[config.mk]
export PLATFORM = sky130hd
export DESIGN_NAME = signed_int_to_radix_text
export DESIGN_NICKNAME = d
export VERILOG_FILES = /design/src/hdl/sirt_pkg.sv /design/src/hdl/signed_int_to_radix_text.sv /design/src/hdl/sirt_alpha_check.sv /design/src/hdl/sirt_divider.sv /design/src/hdl/sirt_digit_ram.sv
export SDC_FILE = /design/constraint.sdc
export NUM_CORES = 1
export LEC_CHECK = 0
export BUFFER_PORTS_ARGS = -buffer_cell sky130_fd_sc_hd__buf_2
export CAP_MARGIN = 20
export CORE_MARGIN = 4
export CORE_UTILIZATION = 45
export DETAILED_ROUTE_END_ITERATION = 12
export PLACE_DENSITY = 0.67
export SETUP_SLACK_MARGIN = 0.5
export SKIP_LAST_GASP = 1
export SYNTH_ARGS = -nofsm -noshare
export SYNTH_HDL_FRONTEND = slang
export SYNTH_HIERARCHICAL = 1
export SYNTH_SLANG_ARGS = --single-unit
export TNS_END_PERCENT = 10
[constraint.sdc]
create_clock -name clk -period 6.7 [get_ports clk]
set_input_delay 0 -clock clk [delete_from_list [all_inputs] [get_ports clk]]
set_output_delay 0 -clock clk [all_outputs]
set_load 0.03 [all_outputs]
[src/hdl/sirt_pkg.sv]
package sirt_pkg;

	// Fixed field widths.
	localparam int CHAR_W    = 8;
	localparam int DIGIT_W   = 4;
	localparam int BASE_W    = 5;
	localparam int CFG_W     = 64;
	localparam int ALPHA_W   = 2 * CFG_W;
	localparam int CFG_IDX_W = 2;
	localparam int MIN_BASE  = 2;

	// Characters that take part in the alphabet check and the sign.
	localparam logic [CHAR_W-1:0] CH_PLUS  = 8'h2B;
	localparam logic [CHAR_W-1:0] CH_MINUS = 8'h2D;
	localparam logic [CHAR_W-1:0] CH_SPACE = 8'h20;
	localparam logic [CHAR_W-1:0] CH_TILDE = 8'h7E;
	localparam logic [CHAR_W-1:0] CH_NONE  = 8'h00;

	// Configuration register indexes.
	localparam logic [CFG_IDX_W-1:0] REG_BASE_LENGTH   = 2'd0;
	localparam logic [CFG_IDX_W-1:0] REG_ALPHABET_LOW  = 2'd1;
	localparam logic [CFG_IDX_W-1:0] REG_ALPHABET_HIGH = 2'd2;

	// Reset values of the configuration registers.
	localparam logic [BASE_W-1:0] BASE_RST      = 5'd10;
	localparam logic [CFG_W-1:0]  ALPHA_LOW_RST = 64'h3736_3534_3332_3130;
	localparam logic [CFG_W-1:0]  ALPHA_HI_RST  = 64'h0000_0000_0000_3938;

	// Status of the alphabet checker.
	typedef struct packed {
		logic done;
		logic bad;
	} chk_status_t;

	// Status of the serial divider.
	typedef struct packed {
		logic               digit_done;
		logic               quot_zero;
		logic [DIGIT_W-1:0] digit;
	} div_status_t;

	// Character k of the alphabet.
	function automatic logic [CHAR_W-1:0] alpha_char(input logic [ALPHA_W-1:0] alpha,
		input logic [DIGIT_W-1:0] k);
		return alpha[{k, 3'b000} +: CHAR_W];
	endfunction

endpackage

[src/hdl/signed_int_to_radix_text.sv]
// Channel   Handshake              Payload
// input     in_valid / in_ready    value
// output    out_valid / out_ready  out_char, is_last, base_invalid
// config    cfg_we                 cfg_addr, cfg_wdata
//
// One number at a time. The alphabet checker tests one character per cycle, up to
// base_length characters. The serial divider then forms the digits, least significant
// first, into the digit RAM, and each digit drains from the RAM through the S_READ and
// S_EMIT states, most significant first.
// Reset clears the control state and loads the default radix and alphabet.
// A stalled output holds the sequencer at the next character; no input is taken until
// the last character of the number has been handed to the output register.
module signed_int_to_radix_text import sirt_pkg::*; #(
	parameter int MAX_BASE   = 16,
	parameter int VALUE_BITS = 32
) (
	input  logic                         clk,
	input  logic                         arst_n,
	input  logic                         in_valid,
	output logic                         in_ready,
	input  logic signed [VALUE_BITS-1:0] value,
	input  logic                         cfg_we,
	input  logic [CFG_IDX_W-1:0]         cfg_addr,
	input  logic [CFG_W-1:0]             cfg_wdata,
	output logic                         out_valid,
	input  logic                         out_ready,
	output logic [CHAR_W-1:0]            out_char,
	output logic                         is_last,
	output logic                         base_invalid
);

	localparam int ADDR_W = $clog2(VALUE_BITS);
	localparam int CNT_W  = $clog2(VALUE_BITS + 1);

	typedef enum logic [2:0] {
		S_IDLE,
		S_CHECK,
		S_ERROR,
		S_SIGN,
		S_DIVIDE,
		S_READ,
		S_EMIT
	} state_t;

	state_t                state_q;
	logic [BASE_W-1:0]     base_length_q;
	logic [CFG_W-1:0]      alpha_low_q;
	logic [CFG_W-1:0]      alpha_high_q;
	logic [ALPHA_W-1:0]    alphabet;
	logic [VALUE_BITS-1:0] value_q;
	logic [CNT_W-1:0]      cnt_q;
	logic [CNT_W-1:0]      cnt_inc;
	logic                  in_xact;
	logic                  slot_free;
	logic                  negative;
	logic [VALUE_BITS-1:0] mag;
	logic                  div_load;
	logic                  div_run;
	logic                  ram_re;
	logic [DIGIT_W-1:0]    ram_rdata;
	logic [ADDR_W-1:0]     ram_raddr;
	chk_status_t           chk;
	div_status_t           div;

	assign alphabet  = {alpha_high_q, alpha_low_q};
	assign in_ready  = (state_q == S_IDLE);
	assign in_xact   = in_valid && in_ready;
	assign slot_free = !out_valid || out_ready;

	// Magnitude of the number; the most negative value maps onto the sign bit alone.
	assign negative = value_q[VALUE_BITS-1];
	assign mag      = negative ? (~value_q + 1'b1) : value_q;

	assign div_load  = (state_q == S_SIGN) && (!negative || slot_free);
	assign div_run   = (state_q == S_DIVIDE);
	assign cnt_inc   = cnt_q + 1'b1;
	assign ram_re    = (state_q == S_READ);
	assign ram_raddr = ADDR_W'(cnt_q - 1'b1);

	// Configuration registers.
	always_ff @(posedge clk or negedge arst_n) begin
		if (!arst_n) begin
			base_length_q <= BASE_RST;
			alpha_low_q   <= ALPHA_LOW_RST;
			alpha_high_q  <= ALPHA_HI_RST;
		end else if (cfg_we) begin
			case (cfg_addr)
				REG_BASE_LENGTH:   base_length_q <= cfg_wdata[BASE_W-1:0];
				REG_ALPHABET_LOW:  alpha_low_q   <= cfg_wdata;
				REG_ALPHABET_HIGH: alpha_high_q  <= cfg_wdata;
				default:           ;
			endcase
		end
	end

	// The accepted number is held for the sign step.
	always_ff @(posedge clk) begin
		if (in_xact) begin
			value_q <= value;
		end
	end

	sirt_alpha_check #(
		.MAX_BASE(MAX_BASE)
	) u_check (
		.clk        (clk),
		.arst_n     (arst_n),
		.start      (in_xact),
		.base_length(base_length_q),
		.alphabet   (alphabet),
		.status     (chk)
	);

	sirt_divider #(
		.VALUE_BITS(VALUE_BITS)
	) u_divider (
		.clk   (clk),
		.arst_n(arst_n),
		.load  (div_load),
		.mag   (mag),
		.run   (div_run),
		.radix (base_length_q),
		.status(div)
	);

	sirt_digit_ram #(
		.DEPTH(VALUE_BITS)
	) u_ram (
		.clk  (clk),
		.we   (div.digit_done),
		.waddr(cnt_q[ADDR_W-1:0]),
		.wdata(div.digit),
		.re   (ram_re),
		.raddr(ram_raddr),
		.rdata(ram_rdata)
	);

	// Sequencer and output register.
	always_ff @(posedge clk or negedge arst_n) begin
		if (!arst_n) begin
			state_q      <= S_IDLE;
			cnt_q        <= '0;
			out_valid    <= 1'b0;
			out_char     <= CH_NONE;
			is_last      <= 1'b0;
			base_invalid <= 1'b0;
		end else begin
			if (out_ready) begin
				out_valid <= 1'b0;
			end
			case (state_q)
				S_IDLE: begin
					if (in_xact) begin
						state_q <= S_CHECK;
					end
				end
				S_CHECK: begin
					if (chk.done) begin
						state_q <= chk.bad ? S_ERROR : S_SIGN;
					end
				end
				S_ERROR: begin
					if (slot_free) begin
						out_valid    <= 1'b1;
						out_char     <= CH_NONE;
						is_last      <= 1'b1;
						base_invalid <= 1'b1;
						state_q      <= S_IDLE;
					end
				end
				S_SIGN: begin
					if (div_load) begin
						cnt_q   <= '0;
						state_q <= S_DIVIDE;
					end
					if (negative && slot_free) begin
						out_valid    <= 1'b1;
						out_char     <= CH_MINUS;
						is_last      <= 1'b0;
						base_invalid <= 1'b0;
					end
				end
				S_DIVIDE: begin
					if (div.digit_done) begin
						cnt_q <= cnt_inc;
						if (div.quot_zero || (cnt_inc == CNT_W'(VALUE_BITS))) begin
							state_q <= S_READ;
						end
					end
				end
				S_READ: begin
					cnt_q   <= cnt_q - 1'b1;
					state_q <= S_EMIT;
				end
				S_EMIT: begin
					if (slot_free) begin
						out_valid    <= 1'b1;
						out_char     <= alpha_char(alphabet, ram_rdata);
						is_last      <= (cnt_q == '0);
						base_invalid <= 1'b0;
						state_q      <= (cnt_q == '0) ? S_IDLE : S_READ;
					end
				end
				default: begin
					state_q <= S_IDLE;
				end
			endcase
		end
	end

endmodule

[src/hdl/sirt_alpha_check.sv]
module sirt_alpha_check import sirt_pkg::*; #(
	parameter int MAX_BASE = 16
) (
	input  logic               clk,
	input  logic               arst_n,
	input  logic               start,
	input  logic [BASE_W-1:0]  base_length,
	input  logic [ALPHA_W-1:0] alphabet,
	output chk_status_t        status
);

	logic               busy_q;
	logic [DIGIT_W-1:0] idx_q;
	logic [CHAR_W-1:0]  cur_char;
	logic               range_bad;
	logic               char_bad;
	logic               dup;
	logic               last;

	// The radix must lie within the supported range.
	assign range_bad = (base_length < BASE_W'(MIN_BASE)) || (base_length > BASE_W'(MAX_BASE));

	// One character is tested per cycle against its printable range and the signs.
	assign cur_char = alpha_char(alphabet, idx_q);
	assign char_bad = (cur_char == CH_PLUS) || (cur_char == CH_MINUS) ||
		(cur_char < CH_SPACE) || (cur_char > CH_TILDE);

	// Compare the current character with every character before it.
	always_comb begin
		dup = 1'b0;
		for (int j = 0; j < MAX_BASE; j++) begin
			if ((DIGIT_W'(j) < idx_q) && (alpha_char(alphabet, DIGIT_W'(j)) == cur_char)) begin
				dup = 1'b1;
			end
		end
	end

	assign last = ({1'b0, idx_q} == (base_length - 1'b1));

	assign status.bad  = range_bad || char_bad || dup;
	assign status.done = busy_q && (status.bad || last);

	// Walk through the characters in use.
	always_ff @(posedge clk or negedge arst_n) begin
		if (!arst_n) begin
			busy_q <= 1'b0;
			idx_q  <= '0;
		end else if (start) begin
			busy_q <= 1'b1;
			idx_q  <= '0;
		end else if (busy_q) begin
			if (status.done) begin
				busy_q <= 1'b0;
			end
			idx_q <= idx_q + 1'b1;
		end
	end

endmodule

[src/hdl/sirt_divider.sv]
module sirt_divider import sirt_pkg::*; #(
	parameter int VALUE_BITS = 32
) (
	input  logic                  clk,
	input  logic                  arst_n,
	input  logic                  load,
	input  logic [VALUE_BITS-1:0] mag,
	input  logic                  run,
	input  logic [BASE_W-1:0]     radix,
	output div_status_t           status
);

	localparam int BIT_W = $clog2(VALUE_BITS);

	logic [VALUE_BITS-1:0] mag_q;
	logic [DIGIT_W-1:0]    rem_q;
	logic [BIT_W-1:0]      bit_q;
	logic [BASE_W-1:0]     trial;
	logic                  qbit;
	logic [DIGIT_W-1:0]    rem_next;
	logic [VALUE_BITS-1:0] mag_next;
	logic                  last_bit;

	// Restoring division: one quotient bit per cycle, quotient shifts in behind the dividend.
	assign trial    = {rem_q, mag_q[VALUE_BITS-1]};
	assign qbit     = (trial >= radix);
	assign rem_next = qbit ? DIGIT_W'(trial - radix) : trial[DIGIT_W-1:0];
	assign mag_next = {mag_q[VALUE_BITS-2:0], qbit};
	assign last_bit = (bit_q == BIT_W'(VALUE_BITS - 1));

	assign status.digit_done = run && last_bit;
	assign status.quot_zero  = (mag_next == '0);
	assign status.digit      = rem_next;

	always_ff @(posedge clk or negedge arst_n) begin
		if (!arst_n) begin
			bit_q <= '0;
		end else if (load) begin
			bit_q <= '0;
		end else if (run) begin
			bit_q <= last_bit ? '0 : bit_q + 1'b1;
		end
	end

	// Datapath shift registers; the remainder restarts after each digit.
	always_ff @(posedge clk) begin
		if (load) begin
			mag_q <= mag;
			rem_q <= '0;
		end else if (run) begin
			mag_q <= mag_next;
			rem_q <= last_bit ? '0 : rem_next;
		end
	end

endmodule

[src/hdl/sirt_digit_ram.sv]
module sirt_digit_ram import sirt_pkg::*; #(
	parameter int DEPTH = 32
) (
	input  logic                     clk,
	input  logic                     we,
	input  logic [$clog2(DEPTH)-1:0] waddr,
	input  logic [DIGIT_W-1:0]       wdata,
	input  logic                     re,
	input  logic [$clog2(DEPTH)-1:0] raddr,
	output logic [DIGIT_W-1:0]       rdata
);

	logic [DIGIT_W-1:0] mem [DEPTH];

	// One write port, one registered read port.
	always_ff @(posedge clk) begin
		if (we) begin
			mem[waddr] <= wdata;
		end
		if (re) begin
			rdata <= mem[raddr];
		end
	end

endmodule

After elaboration in Yosys (flattened, before gate mapping)
Memory sizes are Yosys's and may differ from the RTL's. A register that Yosys moved wholly into a read port is not among the register bits. Index checks and enable logic that the tools add are counted.

Memories: 1. Bits in registers: 231. Bits in writable memories: 128. Logic and storage cells: 190. Output and inout port bits: 12. Input bits: 103.

Memories: u_ram.mem (depth 32, width 4, rd ports 1, clocked after Yosys merged registers in 1, wr ports 1, line sirt_digit_ram.sv:13) `logic [DIGIT_W-1:0] mem [DEPTH];`.

Bitwise logic cells: 1. Shift-type cells: 2. Equality and inequality tests: 37. $add $sub $neg: 7. $lt $le $gt $ge: 21. Multiplexer cells: 58. Reductions and logical operators: 48.

Operator list (count): variable part select 128 x 8 -> 8 bit (2); == test 8 bit (16); two-way mux 32 bit (3); adder 32 x 1 -> 32 bit, second input constant (1); logical NOT 32 bit (1); < comparator 4 bit, first input constant (8); inverter 32 bit (1); two-way mux 1 bit (29); two-way mux 3 bit (8); two-way mux 8 bit (3); one-hot mux 8 bit (3 select lines) (1); logical AND 1 bit (21); one-hot mux 3 bit (7 select lines) (1); one-hot mux 6 bit (3 select lines) (1); == test 8 x 6 -> 1 bit, second input constant (2); < comparator 3 x 4 -> 1 bit, first input constant (4); two-way mux 4 bit (4); two-way mux 5 bit (3); two-way mux 6 bit (2); logical OR 1 bit (10); != test 2 bit, second input constant (5); == test 3 bit, second input constant (3); > comparator 8 x 7 -> 1 bit, second input constant (1); < comparator 1 x 4 -> 1 bit, first input constant (2); other kinds (32) (42).

Logic depth before layout (Yosys ltp)
Gate-level depths: netlist of run 1.

Word-level depth: 25. Depth in mapped cells: 19. Gate-level depth less buffers: 15.

Modules after synthesis
Netlist of run 1, hierarchy kept.

Modules (own cells, without submodules): signed_int_to_radix_text (times used 1, seq. area each 4835.9 sq um, cells an instance 625, area each 8822.2 sq um); sirt_digit_ram (times used 1, seq. area each 3963.8 sq um, cells an instance 231, area each 5178.7 sq um); sirt_alpha_check (times used 1, seq. area each 125.1 sq um, cells an instance 559, area each 4401.7 sq um); sirt_divider (times used 1, seq. area each 1166.1 sq um, cells an instance 159, area each 2117.0 sq um).

Worst setup path before layout of run 1
OpenSTA, ideal clock, no wires.

Path kind: register to register. Start: register u_check.idx_q[1]. End: register state_q[0]. Setup time: 131 ps. Setup slack: 2855 ps. Path buffers: 4. Stages on the path, launching flop included: 20. Data required time: 6569 ps. Arrival: 3714 ps. Path through: dfrtp_1 -> buf_6 -> buf_12 -> buf_12 -> mux2i_1 -> a22o_1 -> or2_1 -> buf_6 -> o21ai_4 -> xor2_1 -> nor3_1 -> and3_4 -> a2111oi_4 -> nand4_2 -> o21a_1 -> mux2_2 -> mux2_2 -> o22ai_1 -> a211o_1 -> o21ai_0.

RTL lines: start, declared (line sirt_alpha_check.sv:13) `logic [DIGIT_W-1:0] idx_q;`; start signal, assigned (line sirt_alpha_check.sv:55) `idx_q <= idx_q + 1'b1;`; end signal, assigned (line signed_int_to_radix_text.sv:159) `state_q <= chk.bad ? S_ERROR : S_SIGN;`; end signal, assigned (line signed_int_to_radix_text.sv:201) `state_q <= (cnt_q == '0) ? S_IDLE : S_READ;`; end, declared (line signed_int_to_radix_text.sv:45) `state_t state_q;`.

==> results.txt, run 1 <==
Maxcap violations: 0
Fmax achieved: 0.180 GHz
Required @ worst endpoint: 7160 ps
GPL Wtd Cong: 0.992
Number of nets in the layout: 1888
Final period utilization: 0.828
Total track usage: 0.251
DRT Wirelength: 62.5 mm
WL per Instance: 26.1 um
Overflow after GRT: 0
CP Class: register to register
Hold Path Class: input pin to register
Sequential cell area fraction in the yosys report: 0.492
Max-slew headroom: 0.265
Starting DRT DRC Count: 1337
Min-delay src: value[3]
Reg2reg start: u_check/idx_q[1]
Critical R2R Capture: state_q[0]
Synth area leader: edfxtp_1
Status: completed
Pwr/cell area: 481 nW/um^2
Post-synth top area share: 0.287
Via Count: 14404
Final TNS setup: 0 ps
Worst reg2reg setup slack: 1150 ps
Layout Skew: 29.9 ps
Hold path depth: 2
Unrepaired setup endpoints after global routing: no
Clock Tree Buf Depth: 3
Die height: 222 um
Slew Limit Fails: 0
Cell leakage power: 8.73 nW
Row count: 77
Largest net degree at the start of global routing: 65
Die ar.: 49100 sq um
Pre-antenna DRT Iters: 8
EDFF count, synth: 196
Worst hold endpoint: value_q[3]
Arr. time, crit path: 6010 ps
Clock Sinks: 363
Crit-path max FO: 42
Layout cells sized above 1: 0.302
Port bufs: 114
Fin crit period: 5550 ps
Mapped Nets: 1692
Hold Vio Cnt, Final: 0
Flops & latches, synth: 363
Critical Path Source: u_check/idx_q[1]
CTS tree: built
Die Wd: 222 um
Area of the multi-input gates: 9850 sq um
H-tree levels: 2
Vias per cell: 6.02
DRC: 0
I/O Pins: 115
TritonCTS Buffers: 39
Synth top area cells: edfxtp_1 29%, dfrtp_1 15%, mux2_2 10%
DP HPWL: 44.9 mm
Worst-path clk slew: 60 ps
Synth async-reset ratio: 0.449
Reg2Reg Depth: 15
Synth Instances: 1574
Initial antenna violation count: 0
Initial core utilization: 0.460
Synthesized area per cell: 13.0 sq um
CP most frequent cell: mux2_2
Synth Cell Area: 20500 sq um
Fillers: 3717
Synth warn: 6
Synth Flop Type: edfxtp_1
Area delta synth->final: 17.2%
Critical Path Max Stage Delay: 1080 ps
Vias in the first global route: 14705
Global-route wire length before repair: 94.5 mm
Slew @ Worst Pin: 1100 ps
Core area: 44600 sq um
Root Driver: clkbuf_16
Register area: 10100 sq um
Total power: 11.6 mW
Endpoints failing setup: 0
Clock latency at the later pin of the worst-skew pair: 580 ps
Count of different cell masters after synthesis: 98
Antenna Violating Nets Remaining: 0
Peak VDD IR: 0.000304 V
Crit path cell chain: buf_4, mux2i_1, a22oi_1, nand3_1, nand2_1, a2111oi_0, o31ai_1, a2111oi_4, nand4_2, o21a_1, mux2_2, mux2_2, o22ai_1, a211o_1, o21ai_0
# diodes: 0
CP endpoint kind: register
Worst setup SP type: register
CP max stage cell: dfrtp_2
-- cell type report --
type | instances | area share
Clock buffer | 48 | 0.0428
Clock inverter | 23 | 0.0134
Inverter | 35 | 0.00546
Multi-Input combinational cell | 1088 | 0.410
Sequential cell | 363 | 0.420
Tap cell | 592 | 0.0308
Timing Repair Buffer | 243 | 0.0779
-- cell usage in the layout (no fill, tap or decap), types with 23 or more instances in the layout --
cell	Yosys	layout
nor3_1	29	29
nand3_1	27	27
o21ai_0	35	35
xnor2_1	104	104
nand4_1	23	23
edfxtp_1	196	196
dfstp_2	37	37
inv_1	34	33
a21oi_1	25	25
mux2i_1	72	72
a22oi_1	24	24
nor2_1	79	78
dlygate4sd3_1	0	102
clkbuf_16	0	39
mux2_2	184	184
nand2_1	47	47
buf_2	18	113
mux4_2	77	77
xor2_1	85	84
dfrtp_1	126	123
-- worst max-delay path by stage --
stage	to	slack [ps]
2_1_floorplan	state_q[0]	2860
3_3_place_gp	state_q[0]	1390
3_5_place_dp	state_q[0]	1450
4_1_cts	state_q[0]	1450
5_1_grt	state_q[0]	1080
6_report	state_q[0]	1150
-- cell usage after synthesis, drive strengths merged (39+ instances only) --
master / n
nand2: 50
buf: 39
mux4: 77
mux2i: 72
nor2: 80
mux2: 185
edfxtp: 196
xor2: 85
xnor2: 104
clkbuf: 49
dfrtp: 126
o21ai: 42
-- worst max-delay path: cells and delay by family, from the launching register on --
kind / cells / cell delay, ps
flops: 1 / 1080
simple gates: 3 / 690
mux: 3 / 810
buf+inv: 1 / 470
compound gates: 8 / 2330
-- through the flow --
stage	setup slack (ps)	cell area, sq um	cells	hold slack, ps	util
after floorplan	2860	20500	1574	-296	-
after global placement	1390	21600	2213	-55.6	0.483
after detailed placement	1450	21600	2213	-48.1	0.483
after CTS	1450	23900	2387	105	0.537
after global routing	1080	24000	2392	127	0.539
final	1150	24000	2392	137	0.539
-- what timing repair did --
action / 4_1_cts / 5_1_grt
resized for setup: 0 / 0
hold buffers: 103 / 0
setup buffers: 0 / 0
endpoints found under the hold margin: 238 / 0
-- layer usage --
metal,GRT usage,wire (um),up-vias
met5,0,0,-
met4,0.107,2990,0
met3,0.0520,4450,146
met2,0.416,30400,589
met1,0.321,24600,7276
li1,-,-,6393
-- power breakdown --
part	switching (mW)	internal [mW]	total (mW)
Sequential	0.686	3.11	3.80
Clock	0.953	1.31	2.27
Combinational	3.16	2.34	5.49
-- cells by family (layout without fill, tap and decap cells) --
logic type / after synthesis / in the layout / share of synthesized area
multiplexers: 334 / 334 / 0.221
XOR/XNOR: 189 / 189 / 0.0807
AND/OR/NAND/NOR: 342 / 342 / 0.0914
buffers and inverters: 123 / 349 / 0.0290
adder cells (fa/ha/maj): 15 / 15 / 0.00951
flip-flops: 363 / 363 / 0.492
AO/OA/AOI/OAI: 208 / 208 / 0.0763
-- registers in the layout, summed over array words and instances, names as in the netlist --
signal and count:
u_ram/mem 128, alpha_high_q 64, alpha_low_q 64, u_divider/mag_q 32
value_q 32, out_char 8, cnt_q 6, base_length_q 5
u_divider/bit_q 5, u_check/idx_q 4, u_divider/rem_q 4, u_ram/rdata 4
state_q 3, base_invalid 1, is_last 1, out_valid 1
u_check/busy_q 1
Note: power is estimated with default switching activity, not from simulation.
==> run 2: changes to the inputs <==
--- a/config.mk
+++ b/config.mk
@@ -5,6 +5,7 @@
 export SDC_FILE = /design/constraint.sdc
 export NUM_CORES = 1
 export LEC_CHECK = 0
+export ABC_AREA = 1
 export BUFFER_PORTS_ARGS = -buffer_cell sky130_fd_sc_hd__buf_2
 export CAP_MARGIN = 20
 export CORE_MARGIN = 4
==> constraint.sdc (replaced) <==
create_clock -name clk -period 5.61 [get_ports clk]
set_input_delay 0 -clock clk [delete_from_list [all_inputs] [get_ports clk]]
set_output_delay 0 -clock clk [all_outputs]
set_load 0.03 [all_outputs]
==> results.txt, run 2 <==
Status: completed
Switching power total: 6.01 mW
Final instance area: 24500 sq um
Maxcap violations: 0
Initial core utilization: 0.459
Worst setup margin: 1550 ps
Seq pwr share: 0.321
Synthesized area per cell: 7.39 sq um
Count of different cell masters after synthesis: 54
DRC: 0
Hold Vio Cnt, Final: 0
Most flops, register: u_ram/mem
Layout cells sized above 1: 0.0975
Die height: 227 um
Number of nets in the layout: 3174
Pwr/cell area: 523 nW/um^2
Count leader, synth: nand2_1
Total power: 12.8 mW
Pre-antenna DRT Iters: 6
Worst setup SP type: register
Synth Instances: 2909
Synth Cell Area: 21500 sq um
Vias in the first global route: 18724
I/O Pins: 115
Post-synth top area share: 0.274
Vias per cell: 5.32
Synth area leader: edfxtp_1
Largest net degree at the start of global routing: 98
WL per Instance: 18.2 um
Crit-path max FO: 39
Starting DRT DRC Count: 2461
# diodes: 0
Largest register FFs: 128
Final TNS setup: 0 ps
Pre-CTS setup slack: 1690 ps
Total track usage: 0.262
Global-route wire length before repair: 105 mm
Logic pwr share: 0.478
Synth async-reset ratio: 0.449
Row count: 79
Arr. time, crit path: 4520 ps
Core area: 46900 sq um
Initial antenna violation count: 1
Fillers: 4557
Layout Utilization: 0.522
DRT Wirelength: 67.4 mm
Clock Sinks: 363
Flops & latches, synth: 363
H-tree levels: 2
Most frequent cells in the layout: 1097 x nand2_1, 340 x inv_1, 306 x nand3_1
DP HPWL: 47.5 mm
Clock Tree Buf Depth: 3
TritonCTS Buffers: 39
Unrepaired setup endpoints after global routing: no
GPL Wtd Cong: 0.984
Root Driver: clkbuf_16
Via Count: 19665
Die ar.: 51300 sq um
Post-synth top cells: 1097 x nand2_1, 341 x inv_1, 308 x nand3_1
Synth warn: 6
Slew Limit Fails: 0
Worst reg2reg setup slack: 1550 ps
EDFF count, synth: 196
Placed cell areas: 22200 sq um
Synth top area cells: edfxtp_1 27%, nand2_1 19%, dfrtp_1 15%
Reg2reg start: u_check/idx_q[1]
Overflow after GRT: 0
Antenna Violating Nets Remaining: 0
Worst-path clk slew: 60 ps
Critical R2R Capture: state_q[1]
Top flop regs: u_ram/mem: 128 flops, alpha_high_q: 64 flops, alpha_low_q: 64 flops
Synth Flop Type: edfxtp_1
Sequential cell area fraction in the yosys report: 0.470
Reg2Reg Depth: 23
Required @ worst endpoint: 6070 ps
Layout Skew: 19.5 ps
Slew @ Worst Pin: 1070 ps
CTS tree: built
CP endpoint kind: register
Post-CTS Setup Bufs: 0
Pint: 6.79 mW
Cell leakage power: 11.6 nW
Mapped Nets: 3027
Area delta synth->final: 13.9%
Commonest non-fill, non-tap cell in the layout: nand2_1
Fmax achieved: 0.246 GHz
Peak VDD IR: 0.000304 V
Max-slew headroom: 0.286
Die Wd: 227 um
Fin crit period: 4060 ps
Endpoints failing setup: 0
Final period utilization: 0.724
CP Class: register to register
Port bufs: 114
Post-cts sizing count: 0
Switching fraction of total power: 0.469
Hold Path Class: input pin to async pin
Clock latency at the later pin of the worst-skew pair: 570 ps
Clk pwr share: 0.201
[run 2: timing repair]
action / 4_1_cts / 5_1_grt
endpoints found under the hold margin: 255 / 0
hold buffers: 104 / 0
endpoints found under the setup margin: 0 / 0
[run 2: metrics by stage]
stage                     instances  hold WS (ps)
after detailed placement       3518           104
final                          3693          38.9
after global routing           3693          84.6
after floorplan                2909          -296
after CTS                      3693          18.5
after global placement         3518          84.4
[run 2: how the worst max path moves through the flow]
stage / from / end / slack, ps / depth (start not counted)
global route: u_check/idx_q[1] / state_q[1] / 1170 / 23
CTS: u_check/idx_q[1] / state_q[1] / 1690 / 26
finish: u_check/idx_q[1] / state_q[1] / 1550 / 23
floorplan: state_q[1] / u_check/idx_q[2] / 1950 / 6
global placement: u_check/idx_q[1] / state_q[1] / 1730 / 26
detailed placement: u_check/idx_q[1] / state_q[2] / 1690 / 26
[run 2: logic make-up (layout without fill, tap and decap cells)]
family,count (synthesis),after routing,share of synthesized area
and+or+nand+nor,1749,1749,0.337
buffers and inverters,481,658,0.0996
xor gates and xnor gates,52,52,0.0212
DFF,363,363,0.470
AOI/OAI and AO/OA,249,249,0.0633
adders and majority gates,15,15,0.00908
[run 2: power groups by stage]
| stage | logic (mW) | registers [mW] | clock network (mW) |
|---|---|---|---|
| final | 6.11 | 4.11 | 2.57 |
| after global routing | 6.75 | 4.17 | 2.73 |
| after CTS | 6.01 | 4.10 | 2.63 |
| after detailed placement | 5.93 | 4.15 | 0 |
| after global placement | 5.88 | 4.14 | 0 |
| after floorplan | 4.42 | 3.99 | 0 |
[run 2: routing by layer]
metal	part of all wire	up-vias	wire [um]	GRT usage
met2	0.44	733	29900	0.405
met1	0.46	9320	30900	0.384
li1	-	9504	-	-
met3	0.072	108	4820	0.0407
met4	0.027	0	1800	0.0734
met5	0	-	0	0
[run 2: layout make-up]
class	count	area, sq um	area share
clock inverter	22	199	0.00813
sequential	363	10100	0.412
clock buffer	49	1070	0.0439
multi-input combinational	2065	9290	0.380
tap	607	759	0.0310
timing repair buffer	233	1730	0.0707
inverter	354	1330	0.0544
[run 2: worst max-delay path, cell delays in order, from the launching register on]
cell and delay [ps]:
dfrtp_1 320, buf_4 460, inv_2 460, nand3_1 220
nand2_1 70, nand2_1 50, nand2_1 80, nor2_2 660
nand2_1 110, nand2_1 100, nand3_1 70, nor2_1 180
nand2_1 80, and2_1 140, nand3_1 90, nand2_1 90
nand3_1 90, nand2_1 60, inv_1 70, o211ai_1 110
nor2_2 150, nand2_1 120, nand2_1 80, nand2_1 60
